<file path="src/design/i2c_mbs_pkg.sv">
// ----------------------------------------------------------------------------
// I2C master bit sequencer package
// Shared request codes, pin command types and sizes.
// ----------------------------------------------------------------------------
package i2c_mbs_pkg;

  // Bits in one bus byte
  localparam int unsigned BitsPerByte = 8;
  localparam int unsigned BitCntW     = $clog2(BitsPerByte);

  // Field widths
  localparam int unsigned ReqW  = 3;
  localparam int unsigned ByteW = 8;

  // Request codes
  localparam logic [ReqW-1:0] REQ_START   = 3'd0;
  localparam logic [ReqW-1:0] REQ_STOP    = 3'd1;
  localparam logic [ReqW-1:0] REQ_TX_BYTE = 3'd2;
  localparam logic [ReqW-1:0] REQ_RX_BYTE = 3'd3;
  localparam logic [ReqW-1:0] REQ_TX_ACK  = 3'd4;
  localparam logic [ReqW-1:0] REQ_RX_ACK  = 3'd5;

  // Level driven by one pin write
  typedef enum logic [1:0] {
    LVL_ZERO = 2'd0,
    LVL_ONE  = 2'd1,
    LVL_TX   = 2'd2,
    LVL_ACK  = 2'd3
  } lvl_sel_e;

  // Received value shown with a result
  typedef enum logic [1:0] {
    RX_NONE = 2'd0,
    RX_BYTE = 2'd1,
    RX_ACK  = 2'd2
  } rx_sel_e;

  // Controller to datapath command
  typedef struct packed {
    logic     load;     // capture the request fields
    logic     emit;     // perform one pin write and produce a result
    logic     pin_scl;  // 1 writes the clock line, 0 the data line
    lvl_sel_e lvl_sel;
    rx_sel_e  rx_sel;
    logic     last;
  } dp_cmd_t;

  // Datapath to controller status
  typedef struct packed {
    logic out_free;     // output register can take a result this cycle
  } dp_status_t;

endpackage

</file>
<file path="src/design/i2c_mbs_ctrl.sv">
// ----------------------------------------------------------------------------
// I2C master bit sequencer controller
// Walks the pin write sequence of one request and commands the datapath.
// ----------------------------------------------------------------------------
module i2c_mbs_ctrl
  import i2c_mbs_pkg::*;
(
  input  logic            clk_i,
  input  logic            rst_ni,
  input  logic            req_valid_i,
  output logic            req_ready_o,
  input  logic [ReqW-1:0] req_type_i,
  input  dp_status_t      status_i,
  output dp_cmd_t         cmd_o
);

  localparam logic ST_IDLE = 1'b0;
  localparam logic ST_RUN  = 1'b1;

  logic               state_q, state_d;
  logic [ReqW-1:0]    req_q, req_d;
  logic [1:0]         ph_q, ph_d;
  logic [BitCntW-1:0] bc_q, bc_d;
  logic               fire;
  logic               last_bit;

  assign req_ready_o = (state_q == ST_IDLE);
  assign fire        = (state_q == ST_RUN) && status_i.out_free;
  assign last_bit    = (bc_q == BitCntW'(BitsPerByte - 1));

  // Decode the current step of the request
  always_comb begin
    cmd_o         = '0;
    cmd_o.lvl_sel = LVL_ZERO;
    cmd_o.rx_sel  = RX_NONE;
    cmd_o.load    = req_valid_i && (state_q == ST_IDLE);
    cmd_o.emit    = fire;
    case (req_q)
      REQ_START: begin
        case (ph_q)
          2'd0: cmd_o.lvl_sel = LVL_ONE;
          2'd1: begin
            cmd_o.pin_scl = 1'b1;
            cmd_o.lvl_sel = LVL_ONE;
          end
          2'd2: cmd_o.lvl_sel = LVL_ZERO;
          default: begin
            cmd_o.pin_scl = 1'b1;
            cmd_o.last    = 1'b1;
          end
        endcase
      end
      REQ_STOP: begin
        case (ph_q)
          2'd0: cmd_o.lvl_sel = LVL_ZERO;
          2'd1: begin
            cmd_o.pin_scl = 1'b1;
            cmd_o.lvl_sel = LVL_ONE;
          end
          default: begin
            cmd_o.lvl_sel = LVL_ONE;
            cmd_o.last    = 1'b1;
          end
        endcase
      end
      REQ_TX_BYTE, REQ_RX_BYTE, REQ_TX_ACK, REQ_RX_ACK: begin
        case (ph_q)
          2'd0: begin
            if (req_q == REQ_TX_BYTE) begin
              cmd_o.lvl_sel = LVL_TX;
            end else if (req_q == REQ_TX_ACK) begin
              cmd_o.lvl_sel = LVL_ACK;
            end else begin
              cmd_o.lvl_sel = LVL_ONE;
            end
          end
          2'd1: begin
            cmd_o.pin_scl = 1'b1;
            cmd_o.lvl_sel = LVL_ONE;
          end
          default: begin
            cmd_o.pin_scl = 1'b1;
            if (req_q == REQ_TX_ACK) begin
              cmd_o.last = 1'b1;
            end else if (req_q == REQ_RX_ACK) begin
              cmd_o.last   = 1'b1;
              cmd_o.rx_sel = RX_ACK;
            end else if (last_bit) begin
              cmd_o.last = 1'b1;
              if (req_q == REQ_RX_BYTE) begin
                cmd_o.rx_sel = RX_BYTE;
              end
            end
          end
        endcase
      end
      default: ;
    endcase
  end

  // Advance the step counters
  always_comb begin
    state_d = state_q;
    req_d   = req_q;
    ph_d    = ph_q;
    bc_d    = bc_q;
    if (state_q == ST_IDLE) begin
      if (req_valid_i && (req_type_i inside {[REQ_START:REQ_RX_ACK]})) begin
        state_d = ST_RUN;
        req_d   = req_type_i;
        ph_d    = 2'd0;
        bc_d    = '0;
      end
    end else if (fire) begin
      if (cmd_o.last) begin
        state_d = ST_IDLE;
        ph_d    = 2'd0;
        bc_d    = '0;
      end else if ((ph_q == 2'd2) && (req_q == REQ_TX_BYTE)) begin
        ph_d = 2'd0;
        bc_d = bc_q + 1'b1;
      end else if ((ph_q == 2'd2) && (req_q == REQ_RX_BYTE)) begin
        // data line stays released, loop on clock high and low only
        ph_d = 2'd1;
        bc_d = bc_q + 1'b1;
      end else begin
        ph_d = ph_q + 1'b1;
      end
    end
  end

  always_ff @(posedge clk_i or negedge rst_ni) begin
    if (!rst_ni) begin
      state_q <= ST_IDLE;
      req_q   <= REQ_START;
      ph_q    <= 2'd0;
      bc_q    <= '0;
    end else begin
      state_q <= state_d;
      req_q   <= req_d;
      ph_q    <= ph_d;
      bc_q    <= bc_d;
    end
  end

  // Last write of a request returns the controller to idle
  a_last_to_idle: assert property (@(posedge clk_i) disable iff (!rst_ni)
    cmd_o.emit && cmd_o.last |=> state_q == ST_IDLE)
    else $error("controller did not go idle after the last write");

  // No pin writes while idle
  a_idle_quiet: assert property (@(posedge clk_i) disable iff (!rst_ni)
    state_q == ST_IDLE |-> !cmd_o.emit)
    else $error("pin write issued while idle");

  // Bit counter moves only for byte requests
  a_bc_bytes_only: assert property (@(posedge clk_i) disable iff (!rst_ni)
    (req_q != REQ_TX_BYTE) && (req_q != REQ_RX_BYTE) |-> bc_q == '0)
    else $error("bit counter moved outside a byte request");

endmodule

</file>
<file path="src/design/i2c_mbs_dp.sv">
// ----------------------------------------------------------------------------
// I2C master bit sequencer datapath
// Holds the pin levels, the request fields and the output register.
// ----------------------------------------------------------------------------
module i2c_mbs_dp
  import i2c_mbs_pkg::*;
(
  input  logic             clk_i,
  input  logic             rst_ni,
  input  dp_cmd_t          cmd_i,
  output dp_status_t       status_o,
  input  logic [ByteW-1:0] tx_value_i,
  input  logic             ack_out_i,
  input  logic [ByteW-1:0] line_bits_i,
  input  logic             line_ack_i,
  output logic             out_valid_o,
  input  logic             out_ready_i,
  output logic             scl_o,
  output logic             sda_o,
  output logic [ByteW-1:0] rx_value_o,
  output logic             last_o
);

  logic             scl_q, sda_q;
  logic [ByteW-1:0] tx_q, lines_q;
  logic             ack_q, lack_q;
  logic             out_valid_q;
  logic             out_scl_q, out_sda_q, out_last_q;
  logic [ByteW-1:0] out_rx_q;
  logic             lvl;
  logic [ByteW-1:0] rx;

  assign status_o.out_free = !out_valid_q || out_ready_i;

  // Select the level for this write
  always_comb begin
    case (cmd_i.lvl_sel)
      LVL_ZERO: lvl = 1'b0;
      LVL_ONE:  lvl = 1'b1;
      LVL_TX:   lvl = tx_q[ByteW-1];
      LVL_ACK:  lvl = ack_q;
      default:  lvl = 1'b1;
    endcase
  end

  // Select the received value shown with this write
  always_comb begin
    case (cmd_i.rx_sel)
      RX_BYTE: rx = lines_q;
      RX_ACK:  rx = {{(ByteW-1){1'b0}}, lack_q};
      default: rx = '0;
    endcase
  end

  // Pin levels and output handshake
  always_ff @(posedge clk_i or negedge rst_ni) begin
    if (!rst_ni) begin
      scl_q       <= 1'b1;
      sda_q       <= 1'b1;
      out_valid_q <= 1'b0;
    end else begin
      if (cmd_i.emit) begin
        if (cmd_i.pin_scl) begin
          scl_q <= lvl;
        end else begin
          sda_q <= lvl;
        end
        out_valid_q <= 1'b1;
      end else if (out_ready_i) begin
        out_valid_q <= 1'b0;
      end
    end
  end

  // Capture request fields, shift out the send byte, load results
  always_ff @(posedge clk_i) begin
    if (cmd_i.load) begin
      tx_q    <= tx_value_i;
      ack_q   <= ack_out_i;
      lines_q <= line_bits_i;
      lack_q  <= line_ack_i;
    end else if (cmd_i.emit && (cmd_i.lvl_sel == LVL_TX)) begin
      tx_q <= {tx_q[ByteW-2:0], 1'b0};
    end
    if (cmd_i.emit) begin
      out_scl_q  <= cmd_i.pin_scl ? lvl : scl_q;
      out_sda_q  <= cmd_i.pin_scl ? sda_q : lvl;
      out_rx_q   <= rx;
      out_last_q <= cmd_i.last;
    end
  end

  assign out_valid_o = out_valid_q;
  assign scl_o       = out_scl_q;
  assign sda_o       = out_sda_q;
  assign rx_value_o  = out_rx_q;
  assign last_o      = out_last_q;

  // Received value only rides on the last write of a request
  a_rx_on_last: assert property (@(posedge clk_i) disable iff (!rst_ni)
    out_valid_q && !out_last_q |-> out_rx_q == '0)
    else $error("received value on a non-final write");

  // A clock write leaves the data line alone
  a_scl_write: assert property (@(posedge clk_i) disable iff (!rst_ni)
    cmd_i.emit && cmd_i.pin_scl |=> sda_q == $past(sda_q))
    else $error("data line changed on a clock write");

  // A data write leaves the clock line alone
  a_sda_write: assert property (@(posedge clk_i) disable iff (!rst_ni)
    cmd_i.emit && !cmd_i.pin_scl |=> scl_q == $past(scl_q))
    else $error("clock line changed on a data write");

endmodule

</file>
<file path="src/design/i2c_master_bit_sequencer_core.sv">
// Takes one I2C master request at a time (start, stop, send byte, receive
// byte, send ack, receive ack) and streams one result per pin write, each
// showing the clock and data line after that write. A request is taken only
// when the previous one has issued all of its writes; writes then leave at
// one per cycle while the output is ready. The controller takes a request
// while idle and then steps its sequence, one pin write per step. Unused
// request codes are taken and produce no result. Pin levels persist between
// requests and reset to both lines high.
// ----------------------------------------------------------------------------
// I2C master bit sequencer core
// Top level: stream ports, controller and datapath.
// ----------------------------------------------------------------------------
module i2c_master_bit_sequencer_core
  import i2c_mbs_pkg::*;
(
  input  logic        clk_i,
  input  logic        rst_ni,
  input  logic        s_axis_tvalid_i,
  output logic        s_axis_tready_o,
  // tx_value[7:0], ack_out[8], line_bits[16:9], line_ack[17], zero[23:18]
  input  logic [23:0] s_axis_tdata_i,
  // req_type[2:0]
  input  logic [2:0]  s_axis_tuser_i,
  output logic        m_axis_tvalid_o,
  input  logic        m_axis_tready_i,
  // scl[0], sda[1], rx_value[9:2], zero[15:10]
  output logic [15:0] m_axis_tdata_o,
  output logic        m_axis_tlast_o
);

  dp_cmd_t          cmd;
  dp_status_t       status;
  logic             scl, sda;
  logic [ByteW-1:0] rx_value;

  i2c_mbs_ctrl u_ctrl (
    .clk_i       (clk_i),
    .rst_ni      (rst_ni),
    .req_valid_i (s_axis_tvalid_i),
    .req_ready_o (s_axis_tready_o),
    .req_type_i  (s_axis_tuser_i),
    .status_i    (status),
    .cmd_o       (cmd)
  );

  i2c_mbs_dp u_dp (
    .clk_i       (clk_i),
    .rst_ni      (rst_ni),
    .cmd_i       (cmd),
    .status_o    (status),
    .tx_value_i  (s_axis_tdata_i[7:0]),
    .ack_out_i   (s_axis_tdata_i[8]),
    .line_bits_i (s_axis_tdata_i[16:9]),
    .line_ack_i  (s_axis_tdata_i[17]),
    .out_valid_o (m_axis_tvalid_o),
    .out_ready_i (m_axis_tready_i),
    .scl_o       (scl),
    .sda_o       (sda),
    .rx_value_o  (rx_value),
    .last_o      (m_axis_tlast_o)
  );

  // Pack the result
  assign m_axis_tdata_o = {6'd0, rx_value, sda, scl};

endmodule

</file>
<file path="config.mk">
export PLATFORM = sky130hd
export DESIGN_NAME = i2c_master_bit_sequencer_core
export DESIGN_NICKNAME = d
export VERILOG_FILES = /design/src/design/i2c_mbs_pkg.sv /design/src/design/i2c_mbs_ctrl.sv /design/src/design/i2c_mbs_dp.sv /design/src/design/i2c_master_bit_sequencer_core.sv
export SDC_FILE = /design/constraint.sdc
export NUM_CORES = 1
export LEC_CHECK = 0
export BUFFER_PORTS_ARGS = -buffer_cell sky130_fd_sc_hd__buf_2
export CAP_MARGIN = 20
export CORE_UTILIZATION = 52
export DETAILED_ROUTE_END_ITERATION = 8
export HOLD_SLACK_MARGIN = 0.1
export PLACE_DENSITY = 0.85
export SLEW_MARGIN = 20
export SYNTH_ARGS = -nofsm -noshare
export SYNTH_HDL_FRONTEND = slang
export SYNTH_SLANG_ARGS = --single-unit
</file>
<file path="constraint.sdc">
create_clock -name clk_i -period 2.5 [get_ports clk_i]
set_input_delay 0.5 -clock clk_i [delete_from_list [all_inputs] [get_ports clk_i]]
set_output_delay 0.5 -clock clk_i [all_outputs]
set_load 0.02 [all_outputs]
</file>
======== Yosys cells after proc, flatten, opt, wreduce, memory -nomap -nowiden ========
Index checks and enable logic that the tools add are counted.
word-level totals
  register bits after elaboration ......... 41
  output and inout port bits .............. 19
  logic and storage cells ................. 100
cells by class
  $add $sub $neg .......................... 2
  magnitude comparators ................... 2
  equality and inequality tests ........... 15
  multiplexer cells ....................... 43
  bitwise gates (word level) .............. 1
  reduce and logical (&&, ||, !) cells .... 22
operators by type and width
  kind                                                                                  count
  3-bit two-way mux                                                                     8
  2-bit two-way mux                                                                     11
  1-bit two-way mux                                                                     17
  8-bit two-way mux                                                                     2
  8-bit one-hot mux with 2 select lines                                                 1
  3-bit equality test (second input constant)                                           3
  3-bit one-hot mux with 3 select lines                                                 1
  2-bit equality test (second input constant)                                           4
  1-bit logical AND                                                                     7
  2-bit by 1-bit equality test with 1-bit output (second input constant)                3
  3-bit by 2-bit equality test with 1-bit output (second input constant)                2
  2-bit nonzero test                                                                    3
  2-bit zero test                                                                       2
  4-bit by 3-bit != test with 1-bit output (second input constant)                      1
  1-bit one-hot mux with 4 select lines                                                 1
  2-bit one-hot mux with 2 select lines                                                 1
  2-bit AND reduction                                                                   2
  2-bit OR reduction                                                                    2
  4-bit OR reduction                                                                    1
  3-bit by 1-bit adder with 3-bit output (second input constant)                        1
  3-bit by 1-bit equality test with 1-bit output (second input constant)                1
  3-bit by 1-bit greater-or-equal comparator with 1-bit output (second input constant)  1
  3-bit less-or-equal comparator (second input constant)                                1
  3-bit zero test                                                                       1
  8 further kinds                                                                       8

======== Logic depth before layout (Yosys ltp) ========
Gate-level depths: netlist of the first run.
  word-level depth ........................ 10
  depth in mapped cells ................... 8
  depth with buffers taken out ............ 8

======== By module ========
A second synthesis of the first run with hierarchy kept.
second synthesis, totals
  cells, all modules ...................... 146
  area, all modules ....................... 1934.4 µm²
modules (own cells, without submodules)
  module                         times used  cells each  area an instance (µm²)
  i2c_mbs_dp                     1           67          1219.9
  i2c_mbs_ctrl                   1           70          650.6
  i2c_master_bit_sequencer_core  1           9           63.8

======== Worst setup path after synthesis of the first run ========
No wires, ideal clock.
  path kind ............................... register to register
  start ................................... register u_ctrl.state_q
  end ..................................... register u_dp.tx_q[0], enable pin
  library setup time ...................... 0.329 ns
  arrival time ............................ 1.447 ns
  required time ........................... 2.171 ns
  setup slack ............................. 0.724 ns
  stages on the path, launching flop included .. 5
  buffers on the path ..................... 1
  period minus slack after synthesis ...... 1.776 ns
  cells stage by stage .................... dfrtp_1 > nand2b_4 > inv_1 > clkbuf_1 > a41o_1
RTL lines
  item                    RTL line             text
  start, declared         i2c_mbs_ctrl.sv:20   logic state_q, state_d;
  start signal, assigned  i2c_mbs_ctrl.sv:139  state_q <= state_d;
  end signal, assigned    i2c_mbs_dp.sv:78     tx_q <= tx_value_i;
  end signal, assigned    i2c_mbs_dp.sv:83     tx_q <= {tx_q[ByteW-2:0], 1'b0};
  end, declared           i2c_mbs_dp.sv:25     logic [ByteW-1:0] tx_q, lines_q;

======== Worst setup path in the final report of the first run ========
  start ................................... register u_ctrl.ph_q[1]
  end ..................................... register u_dp.out_rx_q[0], in the netlist u_dp.rx_value_o[0] (data pin)
between the ends
  cells in the longest elaborated chain, start to end .. 6
RTL lines
  item                                                                                   RTL line             text
  start, declared                                                                        i2c_mbs_ctrl.sv:22   logic [1:0] ph_q, ph_d;
  start signal, assigned                                                                 i2c_mbs_ctrl.sv:141  ph_q <= ph_d;
  2-bit by 1-bit equality test with 1-bit output or 2-bit zero test (tied branches)      i2c_mbs_ctrl.sv:67   case (ph_q)
  2-bit OR reduction (no source line) (*)                                                --
  3-bit two-way mux (*)                                                                  i2c_mbs_ctrl.sv:67
  2-bit two-way mux (*)                                                                  i2c_mbs_ctrl.sv:38   case (req_q)
  2-bit equality test or 2-bit by 1-bit equality test with 1-bit output (tied branches)  i2c_mbs_dp.sv:48     case (cmd_i.rx_sel)
  8-bit one-hot mux with 2 select lines (*)                                              i2c_mbs_dp.sv:48
  net u_dp.rx[0]                                                                         i2c_mbs_dp.sv:31     logic [ByteW-1:0] rx;
  end signal, assigned                                                                   i2c_mbs_dp.sv:88     out_rx_q <= rx;
  end, declared                                                                          i2c_mbs_dp.sv:29     logic [ByteW-1:0] out_rx_q;
The timed path passes the listed nets; every way through them passes the cells marked *.
A chain may end at the register's enable or synchronous reset.

==> results of run 1 <==
metal layers:
| layer | vias to the layer above | wire, um | GRT usage [%] |
|---|---|---|---|
| met1 | 559 | 1245 | 20.33 |
| met3 | 9 | 134 | 5.357 |
| li1 | 615 | - | - |
| met2 | 28 | 1468 | 26.45 |
| met4 | 0 | 72 | 7.500 |
| met5 | - | 0 | 0 |
cell families (layout without fill, tap and decap cells):
| group | after synthesis | after routing |
|---|---|---|
| AOI/OAI and AO/OA | 23 | 23 |
| adders and majority gates | 4 | 4 |
| buffers and inverters | 22 | 54 |
| DFF | 41 | 41 |
| muxes | 6 | 6 |
| other | 1 | 6 |
| and+or+nand+nor | 63 | 63 |
power by group:
group | switching, mW | internal (mW) | total, mW
logic | 0.459 | 0.393 | 0.852
registers | 0.195 | 0.998 | 1.19
clock network | 0.209 | 0.193 | 0.402
total | 0.863 | 1.58 | 2.45
worst paths after layout:
path,start,to
setup reg to reg,u_ctrl.ph_q[1]$_DFFE_PN0P_,u_dp.rx_value_o[0]$_DFFE_PP_
min in group asynchronous,rst_ni,u_ctrl.state_q$_DFF_PN0_
hold / removal,s_axis_tdata_i[8],u_dp.ack_q$_DFFE_PP_
max in group asynchronous,rst_ni,u_dp.sda_q$_DFFE_PN1P_
hold reg to reg,u_ctrl.bc_q[1]$_DFFE_PN0P_,u_ctrl.bc_q[1]$_DFFE_PN0P_
setup / recovery,u_ctrl.ph_q[1]$_DFFE_PN0P_,u_dp.rx_value_o[0]$_DFFE_PP_
sequential cells by signal, indices dropped and copies added, names as in the netlist:
signal and cells:
u_ctrl.bc_q 3, u_ctrl.ph_q 2, u_dp.scl_q 1, u_dp.tx_q 8, u_dp.out_valid_o 1, u_dp.sda_o 1
u_ctrl.state_q 1, u_dp.sda_q 1, u_ctrl.req_q 3, u_dp.last_o 1, u_dp.scl_o 1, u_dp.rx_value_o 8
u_dp.ack_q 1, u_dp.lack_q 1, u_dp.lines_q 8
synth_stat cells (4+ instances only):
cell / n
edfxtp_1: 29
nand2_1: 28
and2_1: 10
dfrtp_1: 10
nor2_1: 9
buf_4: 8
inv_1: 6
buf_6: 4
ha_1: 4
mux2_2: 4
per-stage QoR:
stage          setup WS, ns  instance area (um2)
2_1_floorplan        0.7239                 2037
3_3_place_gp         0.6756                 2156
3_5_place_dp         0.6475                 2156
4_1_cts              0.6817                 2248
5_1_grt              0.5533                 2248
6_report             0.6640                 2248
placed cells by master (no fill, tap or decap), types with 4 or more instances in the layout:
cell type  instances
nor2_1             9
conb_1             6
clkbuf_8           5
edfxtp_1          29
and2_1            10
mux2_2             4
ha_1               4
buf_2             37
dfrtp_1           10
inv_1              6
nand2_1           28
cell type report:
class / instances / area share (%)
clock buffer: 6 / 3.228
clock inverter: 2 / 0.4452
inverter: 6 / 1.002
multi-input combinational: 102 / 31.11
sequential: 41 / 52.20
tap: 48 / 2.671
timing repair buffer: 40 / 9.349
repair_timing:
action | CTS | global route
hold buffers | 1 | 0
hold endpoints to repair | 10 | 0
setup endpoints to repair | 0 | 0
==> run summary, run 1 <==
Status - completed
Initial Utilization - 54.72%
First-pass GRT wire length - 5.043 mm
Layout Cells excl Fill - 245
Power per Cell Area - 1088 nW/um2
Hold crit path type - in -> reg
Worst path cell trace - nor2b_1, nand3_1, ha_1, a22oi_1, nor2_1
Final setup fails - 0
Mux contribution to synthesized area - 3.720%
Yosys warnings - 0
Critical path type - reg -> reg
Lkg Pwr - 0.9838 nW
Area leader, netlist - edfxtp_1
EDFF count, synth - 29
Placed Cells - 236
ANT nets after route - 0
Final net count - 231
Critical Path Stages - 5
Total negative setup slack - 0 ns
Fin crit period - 1.836 ns
Power Total - 2.447 mW
Area of the multi-input gates - 699.4 um2
CP arrival - 1.88 ns
Total of max-cap violations - 0
Critical path launch point type - register
Gpl congestion - 0.8198
Root buf cell - clkbuf_8
Die area - 4134 um2
Number of global-route vias before repair - 1,108
Area contributors post-synth - edfxtp_1, dfrtp_1, nand2_1, and2_1, buf_4
Worst slew margin - 65.51%
Std cell rows - 22
Yosys cell types - 44
FF/Latch Area - 1174 um2
Mean Syn Cell Area - 12.61 um2
CP Max Fanout - 13
Post-DP HPWL - 2.173 mm
Synth top area share - 43.15%
Post-synthesis sequential area ratio - 58.15%
Latest clock arrival within the worst-skew pair - 0.29 ns
Final Max Tran Viols - 0
Cell Area, Synth - 2018 um2
Reg-to-reg slack, setup - 0.66 ns
DRT Pass-1 Iters - 4
Die Y-Extent - 64.30 um
Antenna fix cells - 0
Fmax - 0.5447 GHz
Core area - 3689 um2
CP top delay family - flip-flops
# H-tree levels - 2
Complex-gate fraction of the synthesized area - 9.113%
Share of layout cells above drive strength 1 - 34.01%
Worst Reg2Reg Path Length in Cells - 5
Synth Area in Adders - 2.480%
Post-layout util - 60.96%
Clk slew on worst S/H paths - 0.07 ns
Longest Clk Path Bufs - 2
RSZ-0062 raised after global routing - false
Die X - 64.30 um
TritonCTS clock tree - built
Worst EP required - 2.55 ns
TritonCTS buffer count - 5
Peak supply drop - 641.5 uV
Number of synthesized register bits - 41
Fill count - 309
Cells after Synth - 160
IO buf count - 37
Largest family of logic cells by synthesized area - simple AND/OR/NAND/NOR gates
CP endpoint kind - register
Total setup buffers inserted after CTS - 0
Delay of the slowest cell on the worst path - 0.67 ns
Post-Synth Simple-Gate Area - 18.23%
Hold Worst Slack - 0.3794 ns
Largest net degree at the start of global routing - 14
Routed vias/inst - 4.943
Wire per inst - 11.91 um
Skew final - 0.005184 ns
CP Buf/Inv Count - 0
Initial DRC count - 33
Sink Count - 41
# DRC - 0
Area Growth Syn to Fin - 11.41%
DR vias - 1,211
Gr usage total - 16.55%
Hold Vio Cnt, Final - 0
Remaining Overflow, GRT - 0
Post-synth ARST share - 29.27%
Synth Flop Type - edfxtp_1
WHS Path Cells - 1
Final WL - 2.919 mm
Slowest-stage cell, CP - dfrtp_1
Worst-Margin Slew - 0.5174 ns
Post-cts resize count - 0
Xor and xnor fraction of the mapped netlist area - 0%
Antenna violations before repair - 0
Ports - 50
Crit share post-route - 73.44%
(Power assumes the default switching activity.)
==> inputs of run 2 (changes only) <==
==> constraint.sdc (replaced) <==
create_clock -name clk_i -period 1.83 [get_ports clk_i]
set_input_delay 0.366 -clock clk_i [delete_from_list [all_inputs] [get_ports clk_i]]
set_output_delay 0.366 -clock clk_i [all_outputs]
set_load 0.02 [all_outputs]
==> run summary, run 2 (synthesis gave the netlist of run 1 again) <==
Total of max-cap violations - 0
Share of layout cells above drive strength 1 - 36.14%
Number of global-route vias before repair - 1,193
Longest Clk Path Bufs - 2
# DRC - 0
Post-DP HPWL - 2.357 mm
Register share of total power - 46.5%
Final net count - 236
Final WL - 3.156 mm
CP endpoint kind - register
Crit share post-route - 90.80%
# H-tree levels - 2
Layout Cells excl Fill - 250
Initial DRC count - 29
Root buf cell - clkbuf_8
Commonest non-fill, non-tap cell in the layout - buf_2
Start point of the critical path - u_ctrl.bc_q[0]$_DFFE_PN0P_
CP Max Fanout - 8
Latest clock arrival within the worst-skew pair - 0.29 ns
Hold Worst Slack - 0.2449 ns
TritonCTS buffer count - 5
Worst r2r src - u_ctrl.bc_q[0]$_DFFE_PN0P_
Final setup fails - 0
Status - completed
Antenna fix cells - 0
TritonCTS clock tree - built
ANT nets after route - 0
Post-cts resize count - 0
Critical path launch point type - register
Ports - 50
Die area - 4134 um2
Die X - 64.30 um
Logic pwr share - 37.1%
First-pass GRT wire length - 5.478 mm
Gr usage total - 17.87%
Wire per inst - 12.62 um
Lkg Pwr - 1.008 nW
Skew final - 0.003811 ns
IO buf count - 37
Int Power - 2.207 mW
Peak supply drop - 707.8 uV
DRT Pass-1 Iters - 4
Die Y-Extent - 64.30 um
Commonest non-fill, non-tap cells in the layout - buf_2, edfxtp_1, nand2_1
Worst EP required - 1.88 ns
CP arrival - 1.71 ns
Hold crit path type - in -> reg
Hold Path Origin - s_axis_tdata_i[16]
CTS Hold Bufs - 1
Fin crit period - 1.662 ns
Core area - 3689 um2
Hold Vio Cnt, Final - 0
Power per Cell Area - 1499 nW/um2
Sw frac - 35.73%
Total setup buffers inserted after CTS - 0
DR vias - 1,245
Remaining Overflow, GRT - 0
Antenna violations before repair - 0
Initial Utilization - 54.72%
P_sw - 1.227 mW
Clk slew on worst S/H paths - 0.07 ns
Total negative setup slack - 0 ns
Routed vias/inst - 4.980
Fill count - 319
Placed Cells - 241
Std cell rows - 22
Critical path type - reg -> reg
Area Growth Syn to Fin - 13.45%
Sink Count - 41
Gpl congestion - 0.8177
Final Max Tran Viols - 0
RSZ-0062 raised after global routing - false
Fmax - 0.6018 GHz
Clock share of power - 16.4%
Largest net degree at the start of global routing - 15
run 2: changes by cell type in the layout (fill, tap and decap cells not counted), sizes merged:
cell,previous run,this run
buf,39,44
clkbuf,6,5
clkinvlp,0,1
run 2: final timing paths:
path                                                      to  slack [ns]  cells after the start
min in group asynchronous        u_ctrl.req_q[1]$_DFFE_PN0P_        0.49                      2
max in group asynchronous             u_dp.scl_q$_DFFE_PN1P_        1.07                      2
worst max register to register  u_dp.rx_value_o[0]$_DFFE_PP_        0.17                      7
worst max-delay path            u_dp.rx_value_o[0]$_DFFE_PP_        0.17                      7
worst min-delay path               u_dp.lines_q[7]$_DFFE_PP_        0.24                      1
worst min register to register    u_ctrl.bc_q[1]$_DFFE_PN0P_        0.52                      1
run 2: power by group through the flow:
stage               clock network (mW)  logic, mW  registers, mW
floorplan                            0       1.10           1.57
global placement                     0       1.23           1.59
detailed placement                   0       1.28           1.61
CTS                              0.578       1.29           1.59
global route                     0.613       1.41           1.64
finish                           0.562       1.27           1.60
run 2: cell type report:
cell class / count / area, um2 / area share [%]
flip-flops and latches: 41 / 1174 / 51.26
multi-input cells: 102 / 699.4 / 30.55
repair buffers: 45 / 247.7 / 10.82
clock buffers: 5 / 68.82 / 3.005
well taps: 48 / 60.06 / 2.623
inverters: 6 / 22.52 / 0.9836
clock inverters: 3 / 17.52 / 0.7650
run 2: layer usage:
metal | share of wire [%] | up-vias | track usage, %
met5 | 0 | - | 0
met4 | 2.7 | 0 | 8.333
met3 | 3.8 | 9 | 5.357
met2 | 51 | 30 | 29.08
met1 | 43 | 585 | 21.68
li1 | - | 621 | -
run 2: metrics by stage:
stage          cell area (um2)  worst slack (ns)  util, %  power (mW)
6_report                  2290            0.1683    62.08       3.433
5_1_grt                   2290           0.02729    62.08       3.663
4_1_cts                   2290            0.1580    62.08       3.461
3_5_place_dp              2193            0.1697    59.46       2.887
3_3_place_gp              2193            0.1782    59.46       2.828
2_1_floorplan             2037           0.05391        -       2.674
run 2: critical path: stages (launching register included):
cell	delay [ns]
dfrtp_1	0.40
ha_1	0.21
ha_1	0.19
nand2_1	0.07
nor2_1	0.07
ha_1	0.26
a22oi_1	0.17
nor2_1	0.05
==> inputs of run 3 (changes only) <==
--- a/config.mk
+++ b/config.mk
@@ -11,6 +11,7 @@
 export DETAILED_ROUTE_END_ITERATION = 8
 export HOLD_SLACK_MARGIN = 0.1
 export PLACE_DENSITY = 0.85
+export SKIP_CTS_REPAIR_TIMING = 1
 export SLEW_MARGIN = 20
 export SYNTH_ARGS = -nofsm -noshare
 export SYNTH_HDL_FRONTEND = slang
==> constraint.sdc (replaced) <==
create_clock -name clk_i -period 1.7 [get_ports clk_i]
set_input_delay 0.34 -clock clk_i [delete_from_list [all_inputs] [get_ports clk_i]]
set_output_delay 0.34 -clock clk_i [all_outputs]
set_load 0.02 [all_outputs]
==> run summary, run 3 (synthesis gave the netlist of run 1 again) <==
Status - completed
CP arrival - 1.67 ns
Wire per inst - 12.46 um
Hold crit path type - in -> reg
End point of the critical path - u_dp.rx_value_o[0]$_DFFE_PP_
Sink Count - 41
Final setup fails - 0
Remaining Overflow, GRT - 0
Peak supply drop - 931.7 uV
# DRC - 0
Fin crit period - 1.614 ns
Critical path launch point type - register
DR vias - 1,237
Largest net degree at the start of global routing - 19
Area Growth Syn to Fin - 15.50%
Longest Clk Path Bufs - 2
Start point of the critical path - u_ctrl.bc_q[0]$_DFFE_PN0P_
Post-DP HPWL - 2.329 mm
Worst Reg2Reg Path Length in Cells - 8
Latest clock arrival within the worst-skew pair - 0.29 ns
Gr usage total - 17.54%
Reg2reg end - u_dp.rx_value_o[0]$_DFFE_PP_
Most frequent CP cell - ha_1
Critical path type - reg -> reg
Number of global-route vias before repair - 1,187
Total of max-cap violations - 0
Total negative setup slack - 0 ns
Hold Path Origin - s_axis_tdata_i[16]
Initial DRC count - 40
ANT nets after route - 0
Skew final - 0.005014 ns
Routed vias/inst - 4.928
Initial Utilization - 54.72%
Final WL - 3.127 mm
Commonest non-fill, non-tap cell in the layout - buf_2
Reg-to-reg slack, setup - 0.09 ns
Die X - 64.30 um
Crit share post-route - 94.96%
Core area - 3689 um2
Fmax - 0.6195 GHz
DRT Pass-1 Iters - 4
Power per Cell Area - 1661 nW/um2
# H-tree levels - 2
Fill count - 294
Clk slew on worst S/H paths - 0.07 ns
Lkg Pwr - 1.023 nW
IO buf count - 37
Post-layout util - 63.20%
Hold Worst Slack - 0.2240 ns
Hold Vio Cnt, Final - 0
TritonCTS buffer count - 5
Placed Cells - 242
Area of the multi-input gates - 710.7 um2
Final net count - 237
Antenna fix cells - 0
CP endpoint kind - register
Delay of the slowest cell on the worst path - 0.38 ns
Die area - 4134 um2
RSZ-0062 raised after global routing - false
Die Y-Extent - 64.30 um
Share of layout cells above drive strength 1 - 38.42%
Worst r2r src - u_ctrl.bc_q[0]$_DFFE_PN0P_
Worst EP required - 1.75 ns
First-pass GRT wire length - 5.347 mm
TritonCTS clock tree - built
Commonest non-fill, non-tap cells in the layout - buf_2, edfxtp_1, nand2_1
Final Max Tran Viols - 0
Antenna violations before repair - 0
Root buf cell - clkbuf_8
CP Max Fanout - 2
Std cell rows - 22
Layout Cells excl Fill - 251
Slowest-stage cell, CP - dfrtp_1
FF/Latch Area - 1176 um2
Ports - 50
Worst path cell trace - ha_1, ha_1, nand2_1, nor2_2, inv_1, ha_1, a22oi_2, nor2_1
Gpl congestion - 0.7719
-- run 3: power by group --
| part | internal, mW | switching (mW) | leakage [nW] |
|---|---|---|---|
| Clock | 0.433 | 0.305 | 0.0528 |
| Sequential | 1.47 | 0.249 | 0.419 |
| Combinational | 0.653 | 0.760 | 0.550 |
| Total | 2.56 | 1.31 | 1.02 |
-- run 3: layer usage --
metal	wire length [um]	GRT usage (%)
met4	49	9.167
met1	1351	20.87
met3	133	6.071
met5	0	0
met2	1592	27.89
-- run 3: area by class of cell --
class,instances,area share (%)
Inverter,6,0.9662
Multi-Input combinational cell,102,30.49
Sequential cell,41,50.46
Timing Repair Buffer,46,10.95
Clock buffer,6,3.113
Clock inverter,2,1.449
Tap cell,48,2.576
-- run 3: stage by stage --
stage | cell area (um2) | worst slack, ns | total power [mW]
final | 2331 | 0.08573 | 3.873
after floorplan | 2038 | 0.08340 | 2.880
after CTS | 2307 | 0.01878 | 3.886
after global routing | 2331 | 0.03084 | 4.117
after detailed placement | 2201 | 0.05043 | 3.138
after global placement | 2201 | 0.07768 | 3.076
-- run 3: critical path, delay by kind of cell, from the launching register on --
kind                       cells  cell delay, ns
adders and majority gates      3            0.54
DFF                            1            0.38
and+or+nand+nor                3            0.25
AOI/OAI and AO/OA              1            0.14
buffers and inverters          1            0.06
-- run 3: worst min-delay path by stage --
| stage | endpoint | slack [ns] | cells after the start |
|---|---|---|---|
| floorplan | u_ctrl.bc_q[0]$_DFFE_PN0P_ | 0.04 | 0 |
| global placement | u_ctrl.req_q[0]$_DFFE_PN0P_ | 0.23 | 1 |
| detailed placement | u_ctrl.req_q[0]$_DFFE_PN0P_ | 0.24 | 1 |
| CTS | u_ctrl.req_q[0]$_DFFE_PN0P_ | -0.08 | 1 |
| global route | u_dp.lines_q[2]$_DFFE_PP_ | 0.21 | 1 |
| finish | u_dp.lines_q[7]$_DFFE_PP_ | 0.22 | 1 |
